## config.mk

```make
export PLATFORM = sky130hd
export DESIGN_NAME = multi_click_button_decoder_top
export DESIGN_NICKNAME = d
export VERILOG_FILES = /design/src/hdl/mcbd_pkg.sv /design/src/hdl/multi_click_button_decoder_top.sv
export SDC_FILE = /design/constraint.sdc
export NUM_CORES = 2
export LEC_CHECK = 0
export BUFFER_PORTS_ARGS = -buffer_cell sky130_fd_sc_hd__buf_2
export CORE_UTILIZATION = 45
export DETAILED_ROUTE_END_ITERATION = 10
export HOLD_SLACK_MARGIN = 0.15
export SLEW_MARGIN = 20
export SYNTH_ARGS = -nofsm -noshare
export SYNTH_HDL_FRONTEND = slang
export SYNTH_SLANG_ARGS = --single-unit
```

## constraint.sdc

```tcl
create_clock -name clk_i -period 27.3 [get_ports clk_i]
set_clock_uncertainty 0.05 [all_clocks]
set_input_delay 2.73 -clock clk_i [delete_from_list [all_inputs] [get_ports clk_i]]
set_output_delay 2.73 -clock clk_i [all_outputs]
set_load 0.02 [all_outputs]
```

## src/hdl/mcbd_pkg.sv

```systemverilog
`timescale 1ns / 1ps
// ----------------------------------------------------------------------------
// mcbd_pkg
// Types and constants of the multi-click button decoder.
// ----------------------------------------------------------------------------
package mcbd_pkg;

  localparam int TIME_BITS = 32;
  localparam int QUIET_MS  = 500;

  localparam int DEBOUNCE_W = 16;
  localparam int MINUTES_W  = 8;
  localparam int MAIN_W     = 24;
  localparam int BREAK_W    = 19;
  localparam int REM_W      = 10;
  localparam int CFG_IDX_W  = 2;
  localparam int CFG_DATA_W = 32;

  localparam logic [MAIN_W-1:0]     MAIN_LONG_MS   = MAIN_W'(600000);
  localparam logic [MAIN_W-1:0]     MAIN_RESET_MS  = MAIN_W'(300000);
  localparam logic [BREAK_W-1:0]    BREAK_SHORT_MS = BREAK_W'(120000);
  localparam logic [BREAK_W-1:0]    BREAK_LONG_MS  = BREAK_W'(300000);
  localparam logic [DEBOUNCE_W-1:0] DEBOUNCE_RESET = DEBOUNCE_W'(50);
  localparam logic [15:0]           MS_PER_MIN     = 16'd60000;

  // floor(x / 1000) == (x * RECIP) >> RECIP_SHIFT for every x below 2^TIME_BITS
  localparam int RECIP_SHIFT = TIME_BITS + 10;
  localparam int RECIP_W     = TIME_BITS + 1;
  localparam logic [RECIP_SHIFT:0] RECIP_POW = {1'b1, {RECIP_SHIFT{1'b0}}};
  localparam logic [RECIP_SHIFT:0] RECIP_FULL = (RECIP_POW + (RECIP_SHIFT+1)'(999))
                                                / (RECIP_SHIFT+1)'(1000);
  localparam logic [RECIP_W-1:0] RECIP = RECIP_FULL[RECIP_W-1:0];
  localparam int PROD_W = TIME_BITS + RECIP_W;

  localparam logic [CFG_IDX_W-1:0] CFG_DEBOUNCE = 2'd0;
  localparam logic [CFG_IDX_W-1:0] CFG_MAIN_MIN = 2'd1;
  localparam logic [CFG_IDX_W-1:0] CFG_EPOCH    = 2'd2;

  typedef enum logic [2:0] {
    ACT_NONE    = 3'd0,
    ACT_RESTART = 3'd1,
    ACT_MAIN    = 3'd2,
    ACT_BREAK   = 3'd3,
    ACT_SHORT   = 3'd4
  } mcbd_action_e;

endpackage

```

## src/hdl/multi_click_button_decoder_top.sv

```systemverilog
`timescale 1ns / 1ps
// ----------------------------------------------------------------------------
// multi_click_button_decoder_top
// Debounced multi-click button decoder: counts presses and classifies them
// into restart, main toggle, break toggle and short break actions.
//
// Takes one sample per cycle while the output is not stalled and returns
// exactly one result per sample, in order. Each sample passes the input
// register, then the stage that forms the reciprocal product for the
// whole-second sync, then the stage that applies the press
// counting state and fills the result register. Configuration writes
// are always taken and must only be issued while the pipeline is empty.
// ----------------------------------------------------------------------------
module multi_click_button_decoder_top
  import mcbd_pkg::*;
(
  input  logic                  clk_i,
  input  logic                  rst_ni,

  input  logic                  cfg_valid_i,
  output logic                  cfg_ready_o,
  input  logic [CFG_IDX_W-1:0]  cfg_index_i,
  input  logic [CFG_DATA_W-1:0] cfg_data_i,

  input  logic                  in_valid_i,
  output logic                  in_ready_o,
  input  logic [TIME_BITS-1:0]  now_ms_i,
  input  logic                  pressed_i,

  output logic                  out_valid_o,
  input  logic                  out_ready_i,
  output logic [2:0]            action_o,
  output logic [TIME_BITS-1:0]  start_ms_o,
  output logic [MAIN_W-1:0]     main_len_ms_o,
  output logic [BREAK_W-1:0]    break_len_ms_o,
  output logic [MAIN_W-1:0]     confirm_value_ms_o,
  output logic                  confirm_is_break_o
);

  // configuration
  logic [DEBOUNCE_W-1:0] debounce_q;
  logic [MAIN_W-1:0]     cfg_main_q;
  logic [TIME_BITS-1:0]  epoch_q;
  logic [MAIN_W-1:0]     cfg_main_d;

  // stage a: input register
  logic                 a_valid_q;
  logic [TIME_BITS-1:0] a_now_q;
  logic                 a_pressed_q;

  // stage b: reciprocal product
  logic                 b_valid_q;
  logic [TIME_BITS-1:0] b_now_q;
  logic [TIME_BITS-1:0] b_diff_q;
  logic                 b_pressed_q;
  logic [PROD_W-1:0]    b_prod_q;

  // decoder state
  logic                 prev_level_q;
  logic [TIME_BITS-1:0] last_press_q;
  logic [7:0]           count_q;
  logic [MAIN_W-1:0]    main_len_q;
  logic [BREAK_W-1:0]   break_len_q;

  // result register
  logic                 out_valid_q;
  mcbd_action_e         action_q;
  logic [TIME_BITS-1:0] start_q;
  logic [MAIN_W-1:0]    main_out_q;
  logic [BREAK_W-1:0]   break_out_q;
  logic [MAIN_W-1:0]    confirm_q;
  logic                 is_break_q;

  logic                 out_move;
  logic                 b_move;
  logic                 a_move;
  logic                 in_take;

  logic [TIME_BITS-1:0] a_diff;
  logic [TIME_BITS-1:0] quot;
  logic [TIME_BITS-1:0] quot_x1000;
  logic [TIME_BITS-1:0] rem_full;
  logic [TIME_BITS-1:0] synced;
  logic [TIME_BITS-1:0] since;
  logic                 counted;
  logic                 fire;

  mcbd_action_e         action_d;
  logic [TIME_BITS-1:0] start_d;
  logic [MAIN_W-1:0]    main_len_d;
  logic [BREAK_W-1:0]   break_len_d;
  logic [MAIN_W-1:0]    confirm_d;
  logic                 is_break_d;
  logic [7:0]           count_d;
  logic [TIME_BITS-1:0] last_press_d;

  assign out_move   = !out_valid_q || out_ready_i;
  assign b_move     = b_valid_q && out_move;
  assign a_move     = a_valid_q && (!b_valid_q || out_move);
  assign in_take    = in_valid_i && in_ready_o;
  assign in_ready_o = !a_valid_q || !b_valid_q || out_move;
  assign cfg_ready_o = 1'b1;

  assign cfg_main_d = MAIN_W'(cfg_data_i[MINUTES_W-1:0]) * MAIN_W'(MS_PER_MIN);

  always_ff @(posedge clk_i or negedge rst_ni) begin
    if (!rst_ni) begin
      debounce_q <= DEBOUNCE_RESET;
      cfg_main_q <= MAIN_RESET_MS;
      epoch_q    <= '0;
    end else if (cfg_valid_i) begin
      unique case (cfg_index_i)
        CFG_DEBOUNCE: debounce_q <= cfg_data_i[DEBOUNCE_W-1:0];
        CFG_MAIN_MIN: cfg_main_q <= cfg_main_d;
        CFG_EPOCH:    epoch_q    <= cfg_data_i[TIME_BITS-1:0];
        default: ;
      endcase
    end
  end

  assign a_diff = a_now_q - epoch_q;

  // x mod 1000 from the registered product; x * 1000 = x*1024 - x*16 - x*8
  assign quot       = TIME_BITS'(b_prod_q[PROD_W-1:RECIP_SHIFT]);
  assign quot_x1000 = (quot << 10) - (quot << 4) - (quot << 3);
  assign rem_full   = b_diff_q - quot_x1000;
  assign synced     = b_now_q - TIME_BITS'(rem_full[REM_W-1:0]);

  assign since   = b_now_q - last_press_q;
  assign counted = b_pressed_q && !prev_level_q && (since > TIME_BITS'(debounce_q));
  assign fire    = !b_pressed_q && (since > TIME_BITS'(QUIET_MS)) && (count_q != '0);

  always_comb begin
    action_d     = ACT_NONE;
    start_d      = '0;
    confirm_d    = '0;
    is_break_d   = 1'b0;
    main_len_d   = main_len_q;
    break_len_d  = break_len_q;
    count_d      = count_q;
    last_press_d = last_press_q;
    if (counted) begin
      last_press_d = b_now_q;
      if (count_q != 8'hff) begin
        count_d = count_q + 8'd1;
      end
    end
    if (fire) begin
      count_d = '0;
      unique case (count_q)
        8'd1: begin
          action_d = ACT_RESTART;
          start_d  = synced;
        end
        8'd2: begin
          action_d   = ACT_MAIN;
          main_len_d = (main_len_q == cfg_main_q) ? MAIN_LONG_MS : cfg_main_q;
          confirm_d  = main_len_d;
        end
        8'd3: begin
          action_d    = ACT_BREAK;
          break_len_d = (break_len_q == BREAK_SHORT_MS) ? BREAK_LONG_MS : BREAK_SHORT_MS;
          confirm_d   = MAIN_W'(break_len_d);
          is_break_d  = 1'b1;
        end
        8'd4: begin
          action_d = ACT_SHORT;
          start_d  = synced;
        end
        default: ;
      endcase
    end
  end

  always_ff @(posedge clk_i or negedge rst_ni) begin
    if (!rst_ni) begin
      a_valid_q    <= 1'b0;
      b_valid_q    <= 1'b0;
      out_valid_q  <= 1'b0;
      prev_level_q <= 1'b0;
      last_press_q <= '0;
      count_q      <= '0;
      main_len_q   <= MAIN_RESET_MS;
      break_len_q  <= BREAK_SHORT_MS;
    end else begin
      if (in_ready_o) begin
        a_valid_q <= in_valid_i;
      end
      if (!b_valid_q || out_move) begin
        b_valid_q <= a_valid_q;
      end
      if (out_move) begin
        out_valid_q <= b_valid_q;
      end
      if (b_move) begin
        prev_level_q <= b_pressed_q;
        last_press_q <= last_press_d;
        count_q      <= count_d;
        main_len_q   <= main_len_d;
        break_len_q  <= break_len_d;
      end
    end
  end

  always_ff @(posedge clk_i) begin
    if (in_take) begin
      a_now_q     <= now_ms_i;
      a_pressed_q <= pressed_i;
    end
    if (a_move) begin
      b_now_q     <= a_now_q;
      b_diff_q    <= a_diff;
      b_pressed_q <= a_pressed_q;
      b_prod_q    <= PROD_W'(a_diff) * PROD_W'(RECIP);
    end
    if (b_move) begin
      action_q    <= action_d;
      start_q     <= start_d;
      main_out_q  <= main_len_d;
      break_out_q <= break_len_d;
      confirm_q   <= confirm_d;
      is_break_q  <= is_break_d;
    end
  end

  assign out_valid_o        = out_valid_q;
  assign action_o           = action_q;
  assign start_ms_o         = start_q;
  assign main_len_ms_o      = main_out_q;
  assign break_len_ms_o     = break_out_q;
  assign confirm_value_ms_o = confirm_q;
  assign confirm_is_break_o = is_break_q;

endmodule

```

==> results.toml <==
[setup_path]
critPathKind = "reg2reg"
r2r_cells = 35
cp-start-kind = "flip-flop"
worstPathMaxFanout = 7
critPathMaxStageDelay_ps = 690
critPathSlowestCell = "xor2_1"
path_common_cell = "fa_1"
critPathRequiredTime_ps = 27550
endpoint_kind = "flip-flop"
arrival_ps = 11340

[layout]
final_common_cell = "inv_1"
area_growth_pct = 10.4
drive_above_1_share_pct = 12.3
layout_common_cells = "551 x inv_1, 442 x ha_1, 309 x fa_1"
fin_nets = 3860
design_area_um2 = 34200

[floorplanning]
chipWidth_um = 264
num_rows = 95
core-area_um2 = 67600
die-area_um2 = 69800
start_util_pct = 45.7
io_pins = 178
die_h_um = 264

[synth]
synthCells = 2850
yosysWarnings = 0
avgSynthCellArea_um2 = 10.9
ys_ff_latch = 335
synth.area.top_cells = "fa_1 20%, ha_1 18%, edfxtp_1 18%"
synth_edf_count = 181
ys_seq_area_share_pct = 30.1
yosys.area.top_type = "fa_1"
yosysUniqueCellTypes = 87
synthArstFlopShare_pct = 46.0
netlist_area_um2 = 30900
synth_ff_type = "edfxtp_1"
netlist.area_leader.share_pct = 20.0

[clock_tree]
cts_buffers = 38
holdBufCountCts = 0
clockBufferDepth = 3
cts-root-buf = "clkbuf_16"
cts_tree = "done"
post_cts_resized = 0
post_cts_buffers = 0
clkSinkCount = 335
htreeDepth = 2
worstSkewPairLatency_ps = 560
clk_transition_reported_paths_ps = 60

[timing]
period_needed_ps = 11090
fin_ws_ps = 16210
finalHoldViolCount = 0
fin_worst_hold_slack_ps = 405
fmax_mhz = 90.2
drv_slew = 0
tightest_slew_ps = 993
rsz0062_at_grt = "no"
setup_viol_count_final = 0
slew_headroom_pct = 33.8
setup-tns-final_ps = 0
finalCritPeriodShare_pct = 40.6

[route]
ant_nets = 0
dr.first_iter.drc_count = 1016
viasPerCell = 5.30
dr.pass1.iters = 5
drc_errors = 0
wl_per_cell_um = 19.4
routed_wirelength_um = 76500
num_vias = 20900

[global_route]
antenna_found_initial = 11
grt_pass1_wl_um = 122000
grt_pass1_vias = 22500
gr-total-overflow = 0
grt_max_degree = 88
gr-usage-all-layers_pct = 22.4

[place]
place_area_um2 = 32900
pre_cts_ws_ps = 16300
portBuffers = 171
dp_hpwl_um = 62000
place.gp.congestion = 0.888

[job]
drv_cap = 0

[min_path]
min_path_type = "reg2reg"
hold_depth = 0

[status]
run_status = "finished clean"
## metal layers
metal | GRT usage [%] | part of all wire (%)
met3 | 2.62 | 3.7
met1 | 29.3 | 44
met2 | 39.1 | 50
met4 | 6.21 | 2.3
met5 | 0 | 0.014
## final cells by class
class | count | area (um2)
inverter | 552 | 2070
multi-input combinational | 1899 | 19200
sequential | 335 | 9320
clock buffer | 51 | 1040
antenna | 4 | 10.0
fill | 6099 | 33500
timing repair buffer | 211 | 1160
clock inverter | 19 | 216
tap | 873 | 1090
## metrics by stage
stage / util (%) / std cells
after CTS: 50.5 / 3940
after floorplan: - / 2854
after detailed placement: 48.6 / 3870
after global routing: 50.5 / 3943
final: 50.5 / 3944
after global placement: 48.6 / 3870
## critical path, delay by kind of cell, from the launching register on
| family | cells | cell delay (ps) |
|---|---|---|
| adder cells (fa/ha/maj) | 10 | 4320 |
| AO/OA/AOI/OAI | 14 | 3410 |
| XOR/XNOR | 2 | 1020 |
| AND/OR/NAND/NOR | 3 | 980 |
| buffers and inverters | 6 | 660 |
| flip-flops | 1 | 390 |
## sequential cells by signal, indices dropped and copies added, names as in the netlist, 3 cells and up
register	cells
a_now_q	32
debounce_q	16
action_o	3
epoch_q	32
b_prod_q	7
break_len_ms_o	19
count_q	8
last_press_q	32
b_now_q	32
confirm_value_ms_o	19
break_len_q	19
main_len_ms_o	24
start_ms_o	32
b_diff_q	10
cfg_main_q	19
main_len_q	24
## cells in the mapped netlist (all sizes together), types with 38 or more instances
cell / number
inv: 552
ha: 442
fa: 309
edfxtp: 181
o21ai: 130
dfrtp: 128
nand2: 115
a21oi: 101
nor2: 95
xnor2: 77
mux2: 67
a21o: 54
nor3: 50
xor2: 49
clkbuf: 38
## logic make-up (layout without fill, tap and decap cells)
kind of cell             after synthesis  in the layout  share of synthesized area (%)
AND/OR/NAND/NOR                      488            488                           8.18
flip-flops                           335            335                           30.1
buffers and inverters                620            833                           7.87
XOR/XNOR                             127            127                           3.64
other                                  2             10                         0.0243
adder cells (fa/ha/maj)              751            751                           37.9
AO/OA/AOI/OAI                        454            454                           9.56
multiplexers                          73             73                           2.69
## path summary, 6_finish.rpt
| check | start | end | slack (ps) |
|---|---|---|---|
| worst max register to register | epoch_q[1] | b_prod_q[48] | 16210 |
| worst min-delay path | a_now_q[4] | b_now_q[4] | 400 |
| worst max-delay path | epoch_q[1] | b_prod_q[48] | 16210 |
| max in group asynchronous | rst_ni | epoch_q[28] | 23460 |
| worst min register to register | a_now_q[4] | b_now_q[4] | 400 |
| min in group asynchronous | rst_ni | main_len_q[23] | 2190 |
Power is left out: the tool's default activity adds up to more than one toggle a clock period on the data nets, which glitch-free logic cannot reach.
